==> config.mk <==
export PLATFORM = sky130hd
export DESIGN_NAME = dining_philosopher_fork_node_unit
export DESIGN_NICKNAME = d
export VERILOG_FILES = /design/src/hdl/dpfn_pkg.sv /design/src/hdl/dining_philosopher_fork_node_unit.sv /design/src/hdl/dpfn_edge_scan.sv
export SDC_FILE = /design/constraint.sdc
export NUM_CORES = 1
export LEC_CHECK = 0
export BUFFER_PORTS_ARGS = -buffer_cell sky130_fd_sc_hd__clkbuf_2
export CAP_MARGIN = 0
export CORE_ASPECT_RATIO = 2
export CORE_MARGIN = 2
export CORE_UTILIZATION = 45
export DETAILED_ROUTE_END_ITERATION = 12
export PLACE_DENSITY = 0.75
export SYNTH_ARGS = -nofsm -noshare
export SYNTH_HDL_FRONTEND = slang
export SYNTH_SLANG_ARGS = --single-unit
==> constraint.sdc <==
create_clock -name i_clk -period 2.7 [get_ports i_clk]
set_input_delay 0.135 -clock i_clk [delete_from_list [all_inputs] [get_ports i_clk]]
set_output_delay 0.135 -clock i_clk [all_outputs]
set_load 0.01 [all_outputs]
==> src/hdl/dpfn_pkg.sv <==
// Shared types and constants for the dining-philosopher fork node.
package dpfn_pkg;

    localparam int MAX_EDGES_DEF = 8;
    localparam int EDGE_W        = 3;
    localparam int PHASE_W       = 2;
    localparam int EC_W          = 4;
    localparam int MASK_W        = 8;
    localparam int CFG_DATA_W    = 8;
    localparam int CFG_IDX_W     = 1;
    localparam int OP_W          = 2;

    typedef enum logic [PHASE_W-1:0] {
        PH_START  = 2'd0,
        PH_EAT    = 2'd1,
        PH_THINK  = 2'd2,
        PH_HUNGRY = 2'd3
    } t_phase;

    typedef enum logic [OP_W-1:0] {
        OP_TICK  = 2'd0,
        OP_TOKEN = 2'd1,
        OP_FORK  = 2'd2
    } t_op;

    typedef enum logic {
        MSG_REQ  = 1'b0,
        MSG_FORK = 1'b1
    } t_kind;

    typedef enum logic [CFG_IDX_W-1:0] {
        CFG_EDGE_COUNT = 1'b0,
        CFG_FORK_MASK  = 1'b1
    } t_cfg_reg;

    typedef enum logic {
        S_IDLE = 1'b0,
        S_SCAN = 1'b1
    } t_state;

    typedef struct packed {
        logic busy;
        logic hit;
        logic last;
    } t_scan_stat;

endpackage

==> src/hdl/dining_philosopher_fork_node_unit.sv <==
// Top level of the dining-philosopher fork node: flags, sequencer and output register.
//
// One node of the hygienic dining-philosophers protocol. Input items arrive on the
// slave stream: tuser carries the operation (tick, request token arrives, clean fork
// arrives), tdata the edge of an arrival. Each item yields one or more result items
// on the master stream: one per outgoing message (request token or dirty fork) in
// ascending edge order, or a single status item when nothing is sent; tlast marks
// the final result of an input item.
// Arrivals and ticks that send nothing leave their status item in the output
// register the cycle after acceptance. A tick that sends messages hands its
// mask to the edge scanner, which tests one edge per cycle but holds on a set
// edge while the receiver stalls, and the node is not ready during the scan.
// Configuration (edge count, initial fork mask) must be written by the user through
// the plain write port only while the block is idle; the block does not enforce it.
// Reset clears the phase to not started, forks held and tokens to zero and marks
// every fork dirty; edge count returns to 2 and the fork mask to zero.
// When the receiver stalls, the output register holds its item, the scan waits on
// the pending edge, and no new input item is accepted until the register frees.
module dining_philosopher_fork_node_unit #(
    parameter int MAX_EDGES = dpfn_pkg::MAX_EDGES_DEF,
    localparam int IDX_W    = $clog2(MAX_EDGES)
) (
    input  logic                             i_clk,
    input  logic                             i_rst_n,
    // configuration write port
    input  logic                             i_cfg_we,
    input  logic [dpfn_pkg::CFG_IDX_W-1:0]   i_cfg_addr,
    input  logic [dpfn_pkg::CFG_DATA_W-1:0]  i_cfg_wdata,
    // input items
    input  logic                             i_s_tvalid,
    output logic                             o_s_tready,
    input  logic [7:0]                       i_s_tdata,  // [2:0] edge_req, rest zero
    input  logic [1:0]                       i_s_tuser,  // [1:0] operation
    // result items
    output logic                             o_m_tvalid,
    input  logic                             i_m_tready,
    output logic [7:0]                       o_m_tdata,  // [2:0] target_edge, [4:3] phase
    output logic [1:0]                       o_m_tuser,  // [0] message_valid, [1] message_kind
    output logic                             o_m_tlast
);

    // configuration registers
    logic [dpfn_pkg::EC_W-1:0]   r_edge_count;
    logic [dpfn_pkg::MASK_W-1:0] r_fork_mask;

    // protocol flags
    dpfn_pkg::t_phase       r_phase, n_phase;
    logic [MAX_EDGES-1:0]   r_forks_held, n_forks_held;
    logic [MAX_EDGES-1:0]   r_forks_dirty, n_forks_dirty;
    logic [MAX_EDGES-1:0]   r_tokens_held, n_tokens_held;
    dpfn_pkg::t_kind        r_kind, n_kind;

    dpfn_pkg::t_state       r_state, n_state;

    // output register
    logic                   r_o_valid;
    logic                   r_o_msg;
    dpfn_pkg::t_kind        r_o_kind;
    logic [dpfn_pkg::EDGE_W-1:0] r_o_edge;
    dpfn_pkg::t_phase       r_o_phase;
    logic                   r_o_last;

    logic [MAX_EDGES-1:0]   w_act;
    logic [MAX_EDGES-1:0]   w_bit;
    logic [MAX_EDGES-1:0]   w_init;
    logic [MAX_EDGES-1:0]   w_scan_mask;
    logic                   w_out_free;
    logic                   w_accept;
    logic                   w_load;
    logic                   w_emit;
    dpfn_pkg::t_op          w_op;
    dpfn_pkg::t_scan_stat   w_scan;
    logic [IDX_W-1:0]       w_idx;

    // edges in use; a count above MAX_EDGES simply covers every edge
    always_comb begin
        for (int e = 0; e < MAX_EDGES; e++) begin
            w_act[e] = (int'(r_edge_count) > e);
            w_bit[e] = (int'(i_s_tdata[dpfn_pkg::EDGE_W-1:0]) == e);
        end
        w_init = MAX_EDGES'({{MAX_EDGES{1'b0}}, r_fork_mask});
    end

    assign w_out_free = !r_o_valid || i_m_tready;
    assign w_op       = dpfn_pkg::t_op'(i_s_tuser);

    // sequencer
    always_ff @(posedge i_clk) begin
        if (!i_rst_n) begin
            r_state <= dpfn_pkg::S_IDLE;
        end else begin
            r_state <= n_state;
        end
    end

    always_comb begin
        n_state    = r_state;
        o_s_tready = 1'b0;
        w_accept   = 1'b0;
        w_load     = 1'b0;
        w_emit     = 1'b0;
        case (r_state)
            dpfn_pkg::S_IDLE: begin
                o_s_tready = w_out_free;
                w_accept   = i_s_tvalid && w_out_free;
                if (w_accept && (w_scan_mask != '0)) begin
                    w_load  = 1'b1;
                    n_state = dpfn_pkg::S_SCAN;
                end
            end
            dpfn_pkg::S_SCAN: begin
                w_emit = w_scan.hit && w_out_free;
                if (w_emit && w_scan.last) begin
                    n_state = dpfn_pkg::S_IDLE;
                end
            end
            default: begin
                n_state = dpfn_pkg::S_IDLE;
            end
        endcase
    end

    // flag update for one input item, all edges in parallel
    always_comb begin
        logic [MAX_EDGES-1:0] v_req;
        logic [MAX_EDGES-1:0] v_snd;
        n_phase       = r_phase;
        n_forks_held  = r_forks_held;
        n_forks_dirty = r_forks_dirty;
        n_tokens_held = r_tokens_held;
        n_kind        = r_kind;
        v_req         = '0;
        v_snd         = '0;
        case (w_op)
            dpfn_pkg::OP_TOKEN: begin
                n_tokens_held = r_tokens_held | (w_bit & w_act);
            end
            dpfn_pkg::OP_FORK: begin
                n_forks_held  = r_forks_held | (w_bit & w_act);
                n_forks_dirty = r_forks_dirty & ~(w_bit & w_act);
            end
            dpfn_pkg::OP_TICK: begin
                case (r_phase)
                    dpfn_pkg::PH_START: begin
                        n_forks_dirty = '1;
                        n_forks_held  = w_init & w_act;
                        n_tokens_held = w_act & ~w_init;
                        n_phase       = dpfn_pkg::PH_THINK;
                    end
                    dpfn_pkg::PH_THINK: begin
                        n_phase = dpfn_pkg::PH_HUNGRY;
                    end
                    dpfn_pkg::PH_HUNGRY: begin
                        if ((r_forks_held & w_act) == w_act) begin
                            n_phase       = dpfn_pkg::PH_EAT;
                            n_forks_dirty = r_forks_dirty | w_act;
                        end
                    end
                    default: begin
                        n_phase = dpfn_pkg::PH_THINK;
                    end
                endcase
                // hungry: ask for every missing fork whose token is here
                if (n_phase == dpfn_pkg::PH_HUNGRY) begin
                    v_req         = n_tokens_held & ~n_forks_held & w_act;
                    n_tokens_held = n_tokens_held & ~v_req;
                end
                // nothing requested and not eating: hand over requested dirty forks
                if ((v_req == '0) && (n_phase != dpfn_pkg::PH_EAT)) begin
                    v_snd         = n_tokens_held & n_forks_held & n_forks_dirty & w_act;
                    n_forks_held  = n_forks_held & ~v_snd;
                    n_forks_dirty = n_forks_dirty & ~v_snd;
                end
                n_kind = (v_req != '0) ? dpfn_pkg::MSG_REQ : dpfn_pkg::MSG_FORK;
            end
            default: begin
            end
        endcase
        w_scan_mask = (v_req != '0) ? v_req : v_snd;
    end

    always_ff @(posedge i_clk) begin
        if (!i_rst_n) begin
            r_edge_count  <= dpfn_pkg::EC_W'(2);
            r_fork_mask   <= '0;
            r_phase       <= dpfn_pkg::PH_START;
            r_forks_held  <= '0;
            r_forks_dirty <= '1;
            r_tokens_held <= '0;
            r_kind        <= dpfn_pkg::MSG_REQ;
        end else begin
            if (i_cfg_we) begin
                case (dpfn_pkg::t_cfg_reg'(i_cfg_addr))
                    dpfn_pkg::CFG_EDGE_COUNT: begin
                        r_edge_count <= i_cfg_wdata[dpfn_pkg::EC_W-1:0];
                    end
                    dpfn_pkg::CFG_FORK_MASK: begin
                        r_fork_mask <= i_cfg_wdata[dpfn_pkg::MASK_W-1:0];
                    end
                    default: begin
                    end
                endcase
            end
            if (w_accept) begin
                r_phase       <= n_phase;
                r_forks_held  <= n_forks_held;
                r_forks_dirty <= n_forks_dirty;
                r_tokens_held <= n_tokens_held;
                r_kind        <= n_kind;
            end
        end
    end

    dpfn_edge_scan #(
        .MAX_EDGES (MAX_EDGES)
    ) u_scan (
        .i_clk   (i_clk),
        .i_rst_n (i_rst_n),
        .i_load  (w_load),
        .i_mask  (w_scan_mask),
        .i_step  (w_out_free),
        .o_stat  (w_scan),
        .o_idx   (w_idx)
    );

    // output register: status item on a quiet accept, one message per scan hit
    always_ff @(posedge i_clk) begin
        if (!i_rst_n) begin
            r_o_valid <= 1'b0;
        end else if (w_accept && (w_scan_mask == '0)) begin
            r_o_valid <= 1'b1;
        end else if (w_emit) begin
            r_o_valid <= 1'b1;
        end else if (i_m_tready) begin
            r_o_valid <= 1'b0;
        end
    end

    always_ff @(posedge i_clk) begin
        if (w_accept && (w_scan_mask == '0)) begin
            r_o_msg   <= 1'b0;
            r_o_kind  <= dpfn_pkg::MSG_REQ;
            r_o_edge  <= '0;
            r_o_phase <= n_phase;
            r_o_last  <= 1'b1;
        end else if (w_emit) begin
            r_o_msg   <= 1'b1;
            r_o_kind  <= r_kind;
            r_o_edge  <= dpfn_pkg::EDGE_W'(w_idx);
            r_o_phase <= r_phase;
            r_o_last  <= w_scan.last;
        end
    end

    assign o_m_tvalid = r_o_valid;
    assign o_m_tdata  = {3'b000, r_o_phase, r_o_edge};
    assign o_m_tuser  = {r_o_kind, r_o_msg};
    assign o_m_tlast  = r_o_last;

    // the final message of a scan returns the sequencer to idle
    a_scan_done: assert property (@(posedge i_clk) disable iff (!i_rst_n)
        (w_emit && w_scan.last) |=> (r_state == dpfn_pkg::S_IDLE))
        else $error("sequencer did not return to idle after last message");

    // while scanning, the scanner still has edges pending
    a_scan_busy: assert property (@(posedge i_clk) disable iff (!i_rst_n)
        (r_state == dpfn_pkg::S_SCAN) |-> w_scan.busy)
        else $error("scan state with empty message mask");

    // a status item always closes its input item
    a_status_last: assert property (@(posedge i_clk) disable iff (!i_rst_n)
        (o_m_tvalid && !o_m_tuser[0]) |-> o_m_tlast)
        else $error("status item without last marker");

endmodule

==> src/hdl/dpfn_edge_scan.sv <==
// Edge scanner: walks a message mask and reports set bits, one edge per cycle unless stalled.
module dpfn_edge_scan #(
    parameter int MAX_EDGES = dpfn_pkg::MAX_EDGES_DEF,
    localparam int IDX_W    = $clog2(MAX_EDGES)
) (
    input  logic                  i_clk,
    input  logic                  i_rst_n,
    input  logic                  i_load,
    input  logic [MAX_EDGES-1:0]  i_mask,
    input  logic                  i_step,
    output dpfn_pkg::t_scan_stat  o_stat,
    output logic [IDX_W-1:0]      o_idx
);

    logic [MAX_EDGES-1:0] r_mask;
    logic [IDX_W-1:0]     r_idx;
    logic [MAX_EDGES-1:0] w_onehot;
    logic                 w_bit;

    always_comb begin
        w_onehot    = MAX_EDGES'(1) << r_idx;
        w_bit       = r_mask[r_idx];
        o_stat.busy = |r_mask;
        o_stat.hit  = o_stat.busy && w_bit;
        o_stat.last = ((r_mask & ~w_onehot) == '0);
        o_idx       = r_idx;
    end

    always_ff @(posedge i_clk) begin
        if (!i_rst_n) begin
            r_mask <= '0;
            r_idx  <= '0;
        end else if (i_load) begin
            r_mask <= i_mask;
            r_idx  <= '0;
        end else if (o_stat.busy) begin
            if (!w_bit) begin
                // skip an edge with nothing to send
                r_idx <= IDX_W'(r_idx + 1'b1);
            end else if (i_step) begin
                r_mask <= r_mask & ~w_onehot;
                r_idx  <= IDX_W'(r_idx + 1'b1);
            end
        end
    end

endmodule
# After elaboration in Yosys (flattened, before gate mapping)

Cells that the tools add are included.

Add/subtract/negate cells: 1
Order comparisons: 9
Equality and inequality tests: 15
Shifts and indexed selects: 1
Multiplexer cells: 45
Bitwise operators: 26
Reductions and logical operators: 34

Operator list:

| operator              | count |
|---|---|
| $mux W8               | 20 |
| $and A8 B8 Y8         | 14 |
| $pmux W8 S2           | 4 |
| $not A8 Y8            | 6 |
| $logic_not A8 Y1      | 3 |
| $or A8 B8 Y8          | 3 |
| $reduce_bool A8 Y1    | 3 |
| $gt A4 B3 Y1 const B  | 4 |
| $eq A3 B3 Y1 const B  | 4 |
| $reduce_and A2 Y1     | 6 |
| $reduce_bool A2 Y1    | 6 |
| $mux W1               | 11 |
| $mux W2               | 5 |
| $eq A2 B2 Y1 const B  | 4 |
| $eq A8 B8 Y1          | 1 |
| $gt A4 B1 Y1 const B  | 2 |
| $gt A4 B2 Y1 const B  | 2 |
| $reduce_or A8 Y1      | 1 |
| $shl A1 B3 Y8 const A | 1 |
| $logic_and A1 B1 Y1   | 7 |
| $eq A3 B2 Y1 const B  | 2 |
| $mux W3               | 2 |
| $logic_not A2 Y1      | 2 |
| $lt A3 B4 Y1 const B  | 1 |
| 15 further kinds      | 17 |

Bits in registers: 60
Output and inout port bits: 13
Word-level logic and storage cells: 147

# Logic depth before layout (Yosys ltp)

Gate-level depths: netlist of the first run.

Depth after elaboration: 23
Gate-level depth with buffers: 12
Mapped depth without buffers: 10

# Cells and area by module

A second synthesis of the first run with hierarchy kept.

Cells, all modules: 563
Area total of the unflattened synthesis: 4312.9 um^2

By module, submodules not included:

| module                            | instances | cells each | area an instance (um^2) | seq. area each (um^2) |
|---|---|---|---|---|
| dining_philosopher_fork_node_unit | 1         | 479        | 3505.9                  | 1001.0 |
| dpfn_edge_scan                    | 1         | 84         | 807.0                   | 220.2 |

# Least setup slack after synthesis of the first run

Ideal clock, no wire load.

Path kind: reg-to-reg
Start point: register r_phase[0]
End point: register r_o_phase[0], enable pin
Setup time: 297 ps
Arrival: 2557 ps
Required time: 2403 ps
Path slack: -154 ps
Stages on the path, launching flop included: 12
Path buffers: 1
Cell sequence: dfxtp_1 inv_1 ha_1 or2_2 clkbuf_1 a21o_1 a221oi_1 nor2_1 a21oi_1 nand3_1 o22ai_2 or2_1

Longest elaborated chain between the ends: 19
Elaborated cells between the ends (all ways): 36
Classes of those cells: eq/ne (4); mux (17); bitwise (8); reduce/logical (7)

Ends and longest elaborated chain:

| element                        | line                                     | text |
|---|---|---|
| start, declared                | dining_philosopher_fork_node_unit.sv:47  | `dpfn_pkg::t_phase r_phase, n_phase;` |
| start signal, assigned         | dining_philosopher_fork_node_unit.sv:186 | `r_phase <= dpfn_pkg::PH_START;` |
| start signal, assigned         | dining_philosopher_fork_node_unit.sv:205 | `r_phase <= n_phase;` |
| $logic_not A2 Y1               | dining_philosopher_fork_node_unit.sv:143 | `case (r_phase)` |
| $mux W8                        | dining_philosopher_fork_node_unit.sv:143 |  |
| $mux W8                        | dining_philosopher_fork_node_unit.sv:134 | `case (w_op)` |
| $not A8 Y8                     | dining_philosopher_fork_node_unit.sv:165 | `v_req = n_tokens_held & ~n_forks_held & w_act;` |
| $and A8 B8 Y8 (2 in a row)     | dining_philosopher_fork_node_unit.sv:165 |  |
| $not A8 Y8                     | dining_philosopher_fork_node_unit.sv:166 | `n_tokens_held = n_tokens_held & ~v_req;` |
| $and A8 B8 Y8                  | dining_philosopher_fork_node_unit.sv:166 |  |
| $mux W8                        | dining_philosopher_fork_node_unit.sv:164 | `if (n_phase == dpfn_pkg::PH_HUNGRY) begin` |
| $mux W8                        | dining_philosopher_fork_node_unit.sv:134 |  |
| $and A8 B8 Y8 (3 in a row)     | dining_philosopher_fork_node_unit.sv:170 | `v_snd = n_tokens_held & n_forks_held & n_forks_dirty & w_act;` |
| $mux W8                        | dining_philosopher_fork_node_unit.sv:169 | `if ((v_req == '0) && (n_phase != dpfn_pkg::PH_EAT)) begin` |
| $mux W8                        | dining_philosopher_fork_node_unit.sv:134 |  |
| $mux W8 *                      | dining_philosopher_fork_node_unit.sv:179 | `w_scan_mask = (v_req != '0) ? v_req : v_snd;` |
| $logic_not A8 Y1 *             | dining_philosopher_fork_node_unit.sv:240 | `if (w_accept && (w_scan_mask == '0)) begin` |
| $logic_and A1 B1 Y1 *          | dining_philosopher_fork_node_unit.sv:240 |  |
| $reduce_bool A2 Y1 (no line) * | --                                       |  |
| end signal, assigned           | dining_philosopher_fork_node_unit.sv:244 | `r_o_phase <= n_phase;` |
| end signal, assigned           | dining_philosopher_fork_node_unit.sv:250 | `r_o_phase <= r_phase;` |
| end, declared                  | dining_philosopher_fork_node_unit.sv:60  | `dpfn_pkg::t_phase r_o_phase;` |

Every way passes the cells marked *; elsewhere a longest branch is shown, timed or not. The select of a mux whose other input is x is not followed.
A chain may end at the register's enable or synchronous reset.

# Worst setup path after layout of the first run

Start point: register r_phase[0]
End point: register r_forks_held[7]

Longest elaborated chain between the ends: 17
Elaborated cells between the ends (all ways): 32
Classes of those cells: eq/ne (4); mux (15); bitwise (10); reduce/logical (3)

Ends and longest elaborated chain:

| element                    | line                                     | text |
|---|---|---|
| $logic_not A2 Y1           | dining_philosopher_fork_node_unit.sv:143 |  |
| $mux W8                    | dining_philosopher_fork_node_unit.sv:143 |  |
| $mux W8                    | dining_philosopher_fork_node_unit.sv:134 |  |
| $not A8 Y8                 | dining_philosopher_fork_node_unit.sv:165 |  |
| $and A8 B8 Y8 (2 in a row) | dining_philosopher_fork_node_unit.sv:165 |  |
| $not A8 Y8                 | dining_philosopher_fork_node_unit.sv:166 |  |
| $and A8 B8 Y8              | dining_philosopher_fork_node_unit.sv:166 |  |
| $mux W8                    | dining_philosopher_fork_node_unit.sv:164 |  |
| $mux W8                    | dining_philosopher_fork_node_unit.sv:134 |  |
| $and A8 B8 Y8 (3 in a row) | dining_philosopher_fork_node_unit.sv:170 |  |
| $not A8 Y8                 | dining_philosopher_fork_node_unit.sv:171 | `n_forks_held = n_forks_held & ~v_snd;` |
| $and A8 B8 Y8              | dining_philosopher_fork_node_unit.sv:171 |  |
| $mux W8 *                  | dining_philosopher_fork_node_unit.sv:169 |  |
| $pmux W8 S2 *              | dining_philosopher_fork_node_unit.sv:134 |  |
| end signal, assigned       | dining_philosopher_fork_node_unit.sv:206 | `r_forks_held <= n_forks_held;` |
| end, declared              | dining_philosopher_fork_node_unit.sv:48  | `logic [MAX_EDGES-1:0] r_forks_held, n_forks_held;` |

Marks and branches as above.

==> results of run 1 <==
==> routing by layer <==
layer	share of wire [%]	GRT usage (%)	vias to the layer above	wire, µm
li1	-	-	2167	-
met1	37	32.6	2197	5280
met2	49	44.1	294	6950
met3	8.2	6.08	79	1170
met4	6.1	16.9	0	873
met5	0	0	-	0
==> power by group <==
group          internal [mW]  switching [mW]  leakage [nW]
sequential             0.917          0.0292         0.494
clock                  0.662           0.399         0.135
combinational          0.186           0.266          1.43
total                   1.76           0.694          2.06
==> per-stage QoR <==
stage                     setup WS [ns]  std cells  cell area [µm²]
after floorplan                  0.0293        560             4240
after global placement          0.00201        707             4730
after detailed placement        -0.0710        707             4730
after CTS                       0.00129        724             5040
after global routing             -0.140        733             5260
final                           -0.0767        733             5260
==> critical path, stage by stage (launching register included) <==
cell and delay, ns:
dfxtp_4 0.37, inv_2 0.05, ha_4 0.20, buf_8 0.15
nor3b_1 0.23, o22ai_2 0.15, o2111ai_1 0.12, nor3_1 0.08
buf_4 0.16, o22ai_2 0.37, nor2_1 0.14, o32a_1 0.38
a211oi_1 0.27
==> cells in the final DEF, fill, tap and decap left out, types with 10 or more instances in the layout <==
master	instances
o21ai_0	41
nand3_1	25
buf_4	60
clkbuf_16	10
nor3_1	11
nor2b_1	12
a21oi_1	49
nand2_1	48
mux2i_1	14
clkbuf_2	28
inv_1	18
dfxtp_1	53
nor2_1	69
==> timing repair <==
item	CTS	global route
gates cloned	1	1
endpoints found under the setup margin	15	31
pin swaps	3	8
resized for setup	6	35
buffers inserted	1	8
==> path summary, 6_finish.rpt <==
| kind | startpoint | end | slack [ns] |
|---|---|---|---|
| hold / removal | i_cfg_wdata[4] | r_fork_mask[4] | 0.04 |
| hold reg to reg | r_o_msg | r_o_msg | 0.45 |
| setup / recovery | r_phase[0] | r_forks_held[7] | -0.08 |
| setup reg to reg | r_phase[0] | r_forks_held[7] | -0.08 |
==> flip-flops by register name, indices dropped and copies added, names as in the netlist <==
register	count
r_kind	1
r_state	1
r_fork_mask	8
r_forks_dirty	8
u_scan.o_idx	3
r_tokens_held	8
u_scan.r_mask	8
r_forks_held	8
r_o_msg	1
r_phase	2
o_m_tvalid	1
o_m_tlast	1
r_edge_count	4
r_o_kind	1
r_o_edge	3
r_o_phase	2
==> logic make-up after synthesis <==
logic type | after synthesis | share of synthesized area [%]
xor gates and xnor gates | 1 | 0.208
and+or+nand+nor | 231 | 27.8
AOI/OAI and AO/OA | 178 | 29.2
other | 1 | 0.0891
adders and majority gates | 9 | 2.68
DFF | 60 | 29.0
buffers and inverters | 62 | 6.57
muxes | 16 | 4.40
==> area by class of cell <==
class	instances	area (µm²)
fill	794	3940
multi-input combinational	439	2870
sequential	60	1230
timing repair buffer	93	668
clock buffer	13	260
tap	104	130
inverter	22	86.3
clock inverter	2	10.0
==> impl_metrics.py, run 1 <==
metrics = {
    "outcome": {
        "status": "finished with violations",
        "violations": "setup timing",
    },
    "clock_network": {
        "clk_pin_slew_ns": 0.05,
        "htree_levels": 3,
        "cts_buffer_depth": 2,
        "cts_sinks": 60,
        "clockRootBuffer": "clkbuf_16",
        "cts_tree": "done",
        "hold_buffers": 0,
        "cts_buffers": 9,
        "clk_latency_ns": 0.34,
    },
    "synthesis": {
        "synth_seq_cells": 60,
        "synth.most_common_cell": "nor2_1",
        "yosysSeqAreaShare_pct": 29.0,
        "synth.cell_area_um2": 4210,
        "synth.distinct_cells": 75,
        "synth_flop_cell": "dfxtp_1",
        "netlist_instances": 558,
        "postSynthAreaPerCell_um2": 7.54,
        "ys_async_sr_fraction_pct": 0,
        "synth_top_area_share_pct": 27.6,
        "synthTopCellsByArea": "dfxtp_1 (28%), nor2_1 (6.3%), a21oi_1 (6.1%)",
        "yosys_warnings": 0,
        "yosysTopAreaCell": "dfxtp_1",
        "synth-edff-count": 2,
        "synthTopCellsByCount": "nor2_1 (71), dfxtp_1 (58), a21oi_1 (51), nand2_1 (48), o21ai_0 (43)",
    },
    "timing": {
        "finalHoldViolCount": 0,
        "rsz0062_at_grt": "yes",
        "worst_pin_slew_ns": 0.587,
        "slew_violations": 0,
        "clock-skew-final_ns": 0.00855,
        "fmax_ghz": 0.360,
        "min_period_over_period_pct": 103,
        "fin_ws_ns": -0.0767,
        "min_period_ns": 2.78,
        "finalSetupViolCount": 1,
        "fin_tns_setup_ns": -0.0767,
        "fin_hold_ws_ns": 0.0382,
        "slew_headroom_pct": 60.8,
    },
    "placed_design": {
        "gp_congestion": 0.970,
        "portBuffers": 28,
        "dp_hpwl_um": 9470,
    },
    "floorplanning": {
        "die-height_um": 141,
        "die-area_um2": 10200,
        "ioPinCount": 37,
        "initial_utilization_pct": 45.8,
        "core_um2": 9200,
        "num_rows": 50,
        "die_w_um": 72.4,
    },
    "worst_setup_path": {
        "reg2reg_depth": 12,
        "worstPathMaxFanout": 9,
        "cp.required_ns": 2.93,
        "critPathKind": "flip-flop to flip-flop",
        "crit_path_start_kind": "flip-flop",
        "crit_arrival_ns": 3.01,
        "end_kind": "flip-flop",
    },
    "drt": {
        "vias_per_cell": 6.46,
        "wirelength_um": 14300,
        "dr.first_iter.drc_count": 588,
        "wire_per_inst_um": 19.5,
        "drtAntennaViolNets": 0,
        "drcViolationCount": 0,
        "dr.pass1.iters": 5,
        "via_count": 4737,
    },
    "worst_hold_path": {
        "whs_path_depth": 3,
        "min_path_type": "input port to flip-flop",
    },
    "grt": {
        "overflow": 0,
        "grt_start_max_net_pins": 33,
        "antenna_found_initial": 0,
        "grt_pass1_wl_um": 21700,
        "grt_pass1_vias": 4396,
        "track_usage_pct": 27.5,
    },
    "run": {
        "maxCapViolations": 0,
    },
    "cells_and_area": {
        "diodes": 0,
        "nets": 658,
        "synthToLayoutAreaGrowth_pct": 25.0,
        "fin_util_pct": 57.2,
        "drive_gt1_share_pct": 25.3,
    },
    "power_and_ir_drop": {
        "p_total_mw": 2.46,
        "ir_drop_uv": 372,
        "p_per_area_nw_per_um2": 468,
        "cellLeakagePower_nw": 2.06,
    },
}
Note: power is estimated with default switching activity, not from simulation.
==> run 2: changes to the inputs <==
--- a/config.mk
+++ b/config.mk
@@ -7,11 +7,12 @@
 export LEC_CHECK = 0
 export BUFFER_PORTS_ARGS = -buffer_cell sky130_fd_sc_hd__clkbuf_2
 export CAP_MARGIN = 0
-export CORE_ASPECT_RATIO = 2
+export CORE_ASPECT_RATIO = 0.8
 export CORE_MARGIN = 2
 export CORE_UTILIZATION = 45
 export DETAILED_ROUTE_END_ITERATION = 12
 export PLACE_DENSITY = 0.75
+export SLEW_MARGIN = 20
 export SYNTH_ARGS = -nofsm -noshare
 export SYNTH_HDL_FRONTEND = slang
 export SYNTH_SLANG_ARGS = --single-unit
==> run 2 against run 1 <==
The run now ends clean. Non-clock buffer count is 3 higher. Total power increased by 8.5%. Cell count increased by 2.0%. Clock-buffer cell count decreased by 2. Die area decreased by 0.41%. Sequential cell count is the same. Global-route usage up 0.10 points. Final area grew 2.4%. Worst hold slack got worse by 0.00064 ns. Via count is 0.99% higher. Largest cell class unchanged. Largest power group unchanged.
==> impl_metrics.py, run 2 (synthesized netlist as in run 1, its figures left out) <==
metrics = {
    "cells_and_area": {
        "drive_gt1_share_pct": 27.3,
        "final_common_cell": "nor2_1",
        "mostFrequentLayoutCells": "nor2_1 (69), buf_4 (64), dfxtp_1 (54)",
        "diodes": 0,
        "synthToLayoutAreaGrowth_pct": 28.0,
        "nets": 661,
        "n_fill_cell": 785,
        "layout.cells.non_filler": 748,
        "seqCellArea_um2": 1230,
        "fin_util_pct": 59.3,
        "multi_input_area_um2": 2920,
    },
    "worst_hold_path": {
        "min_path_type": "input port to flip-flop",
    },
    "timing": {
        "slew_headroom_pct": 41.9,
        "finalHoldViolCount": 0,
        "worst_pin_slew_ns": 0.868,
        "min_period_ns": 2.67,
        "fmax_ghz": 0.374,
        "slew_violations": 0,
        "rsz0062_at_grt": "yes",
        "clock-skew-final_ns": 0.00840,
        "min_period_over_period_pct": 99.0,
        "fin_hold_ws_ns": 0.0376,
        "finalSetupViolCount": 0,
    },
    "worst_setup_path": {
        "cp_slowest_cell": "or3b_4",
        "crit_arrival_ns": 2.76,
        "cp_cell_sequence": "or2_4, o311a_4, or2_4, o31ai_4, or3b_4, nand3_2, o22ai_4, or2_1",
        "critPathKind": "flip-flop to flip-flop",
        "cp.required_ns": 2.79,
        "r2r_slack_ns": 0.03,
        "worst_path_most_repeated_cell": "or2_4",
        "worstPathMaxFanout": 5,
        "critical-path-top-delay-family": "simple AND/OR/NAND/NOR gates",
        "worst-path-buf-inv": 0,
        "end_kind": "flip-flop",
        "crit_path_start_kind": "flip-flop",
        "worst_path_largest_cell_delay_ns": 0.46,
    },
    "run": {
        "maxCapViolations": 0,
    },
    "power_and_ir_drop": {
        "clkPwrFrac_pct": 47.2,
        "p_total_mw": 2.67,
        "sw_frac_of_total_pct": 27.6,
        "ir_drop_uv": 344,
        "power_frac_comb_pct": 17.5,
        "p_sw_mw": 0.735,
        "p_int_mw": 1.93,
        "cellLeakagePower_nw": 2.10,
        "p_per_area_nw_per_um2": 495,
        "seq_power_share_pct": 35.3,
    },
    "placed_design": {
        "gp_congestion": 0.985,
        "dp_cells": 721,
        "portBuffers": 28,
        "dp_hpwl_um": 10100,
    },
    "clock_network": {
        "htree_levels": 3,
        "clk_latency_ns": 0.34,
        "cts_buffers": 9,
        "cts_sinks": 60,
        "clk_pin_slew_ns": 0.06,
        "clockRootBuffer": "clkbuf_16",
        "cts_buffer_depth": 2,
        "cts_tree": "done",
        "hold_buffers": 0,
    },
    "floorplanning": {
        "initial_utilization_pct": 46.4,
        "core_um2": 9080,
        "die_w_um": 112,
        "num_rows": 31,
        "die-height_um": 90.5,
        "ioPinCount": 37,
        "die-area_um2": 10100,
    },
    "grt": {
        "grt_pass1_vias": 4493,
        "overflow": 0,
        "grt_pass1_wl_um": 22400,
        "antenna_found_initial": 0,
        "track_usage_pct": 27.6,
        "grt_start_max_net_pins": 33,
    },
    "drt": {
        "wirelength_um": 14600,
        "met3_length_um": 1520,
        "dr.first_iter.drc_count": 506,
        "via_count": 4784,
        "drcViolationCount": 0,
        "wl_met1_um": 6050,
        "dr.pass1.iters": 5,
        "maxUsedRoutingLayer": "met4",
        "wire_per_inst_um": 19.5,
        "wl_met2_um": 6630,
        "drtAntennaViolNets": 0,
        "vias_per_cell": 6.40,
    },
    "outcome": {
        "status": "complete, no violations",
    },
}
-- run 2: cell count changes in the layout (fill, tap and decap cells not counted), sizes merged --
| cell | change |
|---|---|
| bufinv | +2 |
| clkbuf | -3 |
| buf | +4 |
| clkinv | +1 |
-- run 2: path summary, 6_finish.rpt --
| kind | from | endpoint | cells past startpoint |
|---|---|---|---|
| max | r_edge_count[2] | r_o_phase[1] | 8 |
| min | i_cfg_wdata[7] | r_fork_mask[7] | 3 |
| max reg2reg | r_edge_count[2] | r_o_phase[1] | 8 |
| min reg2reg | r_o_msg | r_o_msg | 2 |
-- run 2: stage by stage --
| step | cell area, µm² | setup WS [ns] | setup TNS (ns) |
|---|---|---|---|
| final | 5390 | 0.0266 | 0 |
| after global routing | 5390 | -0.0351 | -0.175 |
| after CTS | 5090 | 0.00606 | 0 |
| after detailed placement | 4760 | 0.0390 | 0 |
| after global placement | 4760 | 0.0476 | 0 |
| after floorplan | 4240 | 0.0293 | 0 |
-- run 2: worst min-delay path: cells and delay by family --
kind            cells  cell delay [ns]
compound gates      1             0.06
buf+inv             1             0.08
simple gates        1             0.06
-- run 2: cell type report --
class / instances / share of cell area [%]
multi-input cells: 439 / 54.3
well taps: 115 / 2.67
clock buffers: 11 / 4.51
repair buffers: 96 / 12.7
inverters: 22 / 1.60
clock inverters: 5 / 1.39
flip-flops and latches: 60 / 22.9
-- run 2: per-layer routing --
metal / GRT usage [%] / up-vias
met2: 42.2 / 277
met4: 11.6 / 0
met1: 37.9 / 2276
met5: 0 / -
li1: - / 2183
met3: 5.44 / 48
-- run 2: timing repair --
action,CTS,global route
cloned,0,1
gates resized for setup,1,48
pin swaps,0,20
buffers inserted,0,11
setup endpoints to repair,1,36
-- run 2: power groups by stage --
stage / logic, mW / clock network [mW] / registers [mW]
2_1_floorplan: 0.245 / 0 / 0.952
3_3_place_gp: 0.393 / 0 / 0.959
3_5_place_dp: 0.400 / 0 / 0.960
4_1_cts: 0.404 / 1.26 / 0.942
5_1_grt: 0.497 / 1.29 / 0.944
6_report: 0.466 / 1.26 / 0.942
==> run 3: changes to the inputs <==
--- a/config.mk
+++ b/config.mk
@@ -11,7 +11,7 @@
 export CORE_MARGIN = 2
 export CORE_UTILIZATION = 45
 export DETAILED_ROUTE_END_ITERATION = 12
-export PLACE_DENSITY = 0.75
+export PLACE_DENSITY = 0.73
 export SLEW_MARGIN = 20
 export SYNTH_ARGS = -nofsm -noshare
 export SYNTH_HDL_FRONTEND = slang
==> constraint.sdc (replaced) <==
create_clock -name i_clk -period 3 [get_ports i_clk]
set_input_delay 0.15 -clock i_clk [delete_from_list [all_inputs] [get_ports i_clk]]
set_output_delay 0.15 -clock i_clk [all_outputs]
set_load 0.01 [all_outputs]
==> run 3 against run 2 <==
Total power is 17% lower. Clock skew down 0.0019 ns. Sequential power down 9.7%. Combinational power fell by 24%. Fmax decreased by 6.7%. Die area unchanged. Critical path type unchanged. Largest cell class unchanged. Largest power group unchanged.
==> impl_metrics.py, run 3 (synthesized netlist as in run 1, its figures left out) <==
metrics = {
    "power_and_ir_drop": {
        "seq_power_share_pct": 38.5,
        "power_frac_comb_pct": 16.0,
        "p_sw_mw": 0.611,
        "sw_frac_of_total_pct": 27.7,
        "p_per_area_nw_per_um2": 451,
        "ir_drop_uv": 332,
        "p_int_mw": 1.60,
        "cellLeakagePower_nw": 1.88,
        "clkPwrFrac_pct": 45.5,
        "p_total_mw": 2.21,
    },
    "worst_setup_path": {
        "worstPathMaxFanout": 33,
        "cp.required_ns": 3.24,
        "crit_arrival_ns": 3.10,
        "critPathKind": "flip-flop to flip-flop",
        "crit_path_start_kind": "flip-flop",
        "end_kind": "flip-flop",
        "reg2reg_depth": 13,
    },
    "clock_network": {
        "htree_levels": 3,
        "cts_buffer_depth": 2,
        "clk_latency_ns": 0.33,
        "clk_pin_slew_ns": 0.05,
        "hold_buffers": 0,
        "clockRootBuffer": "clkbuf_16",
        "cts_sinks": 60,
        "cts_tree": "done",
        "cts_buffers": 9,
    },
    "floorplanning": {
        "die_w_um": 112,
        "die-height_um": 90.5,
        "core_um2": 9080,
        "initial_utilization_pct": 46.4,
        "die-area_um2": 10100,
        "num_rows": 31,
        "ioPinCount": 37,
    },
    "timing": {
        "fin_tns_setup_ns": 0,
        "fin_ws_ns": 0.135,
        "min_period_ns": 2.86,
        "finalHoldViolCount": 0,
        "slew_violations": 0,
        "slew_headroom_pct": 43.2,
        "fmax_ghz": 0.349,
        "fin_hold_ws_ns": 0.0597,
        "min_period_over_period_pct": 95.5,
        "finalSetupViolCount": 0,
        "rsz0062_at_grt": "no",
        "worst_pin_slew_ns": 0.848,
        "clock-skew-final_ns": 0.00652,
    },
    "drt": {
        "dr.first_iter.drc_count": 516,
        "wire_per_inst_um": 18.9,
        "vias_per_cell": 6.37,
        "drcViolationCount": 0,
        "wirelength_um": 13500,
        "dr.pass1.iters": 8,
        "via_count": 4542,
        "drtAntennaViolNets": 0,
    },
    "cells_and_area": {
        "final_common_cell": "nor2_1",
        "diodes": 0,
        "drive_gt1_share_pct": 17.4,
        "synthToLayoutAreaGrowth_pct": 16.5,
        "multi_input_area_um2": 2750,
        "nets": 626,
        "final_area_um2": 4900,
        "mostFrequentLayoutCells": "nor2_1 (70), dfxtp_1 (58), a21oi_1 (50)",
        "seqCellArea_um2": 1220,
        "n_fill_cell": 853,
    },
    "placed_design": {
        "dpl_cell_area_um2": 4590,
        "portBuffers": 28,
        "dp_hpwl_um": 9690,
        "dpl_worst_slack_ns": 0.0518,
        "gp_congestion": 0.973,
    },
    "grt": {
        "overflow": 0,
        "track_usage_pct": 26.6,
        "antenna_found_initial": 0,
        "grt_pass1_wl_um": 21500,
        "grt_start_max_net_pins": 34,
        "grt_pass1_vias": 4130,
    },
    "run": {
        "maxCapViolations": 0,
    },
    "worst_hold_path": {
        "min_path_type": "input port to flip-flop",
        "whs_path_depth": 3,
    },
    "outcome": {
        "status": "complete, no violations",
    },
}
run 3: cell types whose count changed in the layout (fill, tap and decap cells not counted), moves of 3 or more:
cell	previous run	this run
inv_1	18	21
nor3b_2	3	0
or2_4	3	0
nor3b_1	3	7
o21ai_0	39	42
buf_4	64	32
dfxtp_1	54	58
run 3: timing repair:
action                     in CTS  in global routing
setup endpoints to repair       2                  7
setup buffers                   0                  0
hold endpoints to repair        0                  0
gates resized for setup         1                  6
run 3: critical path, cell delays in order (launching register included):
cell       delay (ns)
dfxtp_1          0.32
inv_1            0.06
ha_1             0.27
buf_12           0.19
nor2b_1          0.16
o21ai_2          0.20
o2111ai_1        0.20
nor3_1           0.26
buf_4            0.17
nor2_1           0.06
buf_4            0.20
o31ai_1          0.35
nand2_1          0.13
mux2i_1          0.19
run 3: per-stage QoR:
step           util, %  std cells
2_1_floorplan        -        560
3_3_place_gp      50.5        697
3_5_place_dp      50.5        697
4_1_cts           53.7        713
5_1_grt           54.0        713
6_report          54.0        713
run 3: area by class of cell:
cell class	instances	area share [%]
multi-input cells	438	56.1
flip-flops and latches	60	24.9
repair buffers	62	8.57
clock buffers	12	4.82
well taps	115	2.93
inverters	22	1.68
clock inverters	4	1.02
run 3: path summary, 6_finish.rpt:
| path | startpoint | endpoint | slack, ns |
|---|---|---|---|
| hold / removal | i_cfg_wdata[1] | r_edge_count[1] | 0.06 |
| hold reg to reg | r_kind | r_o_kind | 0.45 |
| setup reg to reg | r_phase[0] | u_scan.r_mask[6] | 0.14 |
| setup / recovery | r_phase[0] | u_scan.r_mask[6] | 0.14 |
run 3: per-layer routing:
| layer | track usage [%] | wire length [µm] | vias up |
|---|---|---|---|
| met2 | 39.9 | 6010 | 256 |
| li1 | - | - | 2116 |
| met1 | 37.9 | 5960 | 2143 |
| met3 | 6.04 | 1260 | 27 |
| met5 | 0 | 0 | - |
| met4 | 8.54 | 237 | 0 |
run 3: power groups by stage:
stage               Combinational [mW]  Clock (mW)  Sequential [mW]
floorplan                        0.217           0            0.857
CTS                              0.339        1.02            0.849
global placement                 0.330           0            0.865
finish                           0.354        1.00            0.851
detailed placement               0.337           0            0.865
global route                     0.381        1.06            0.852
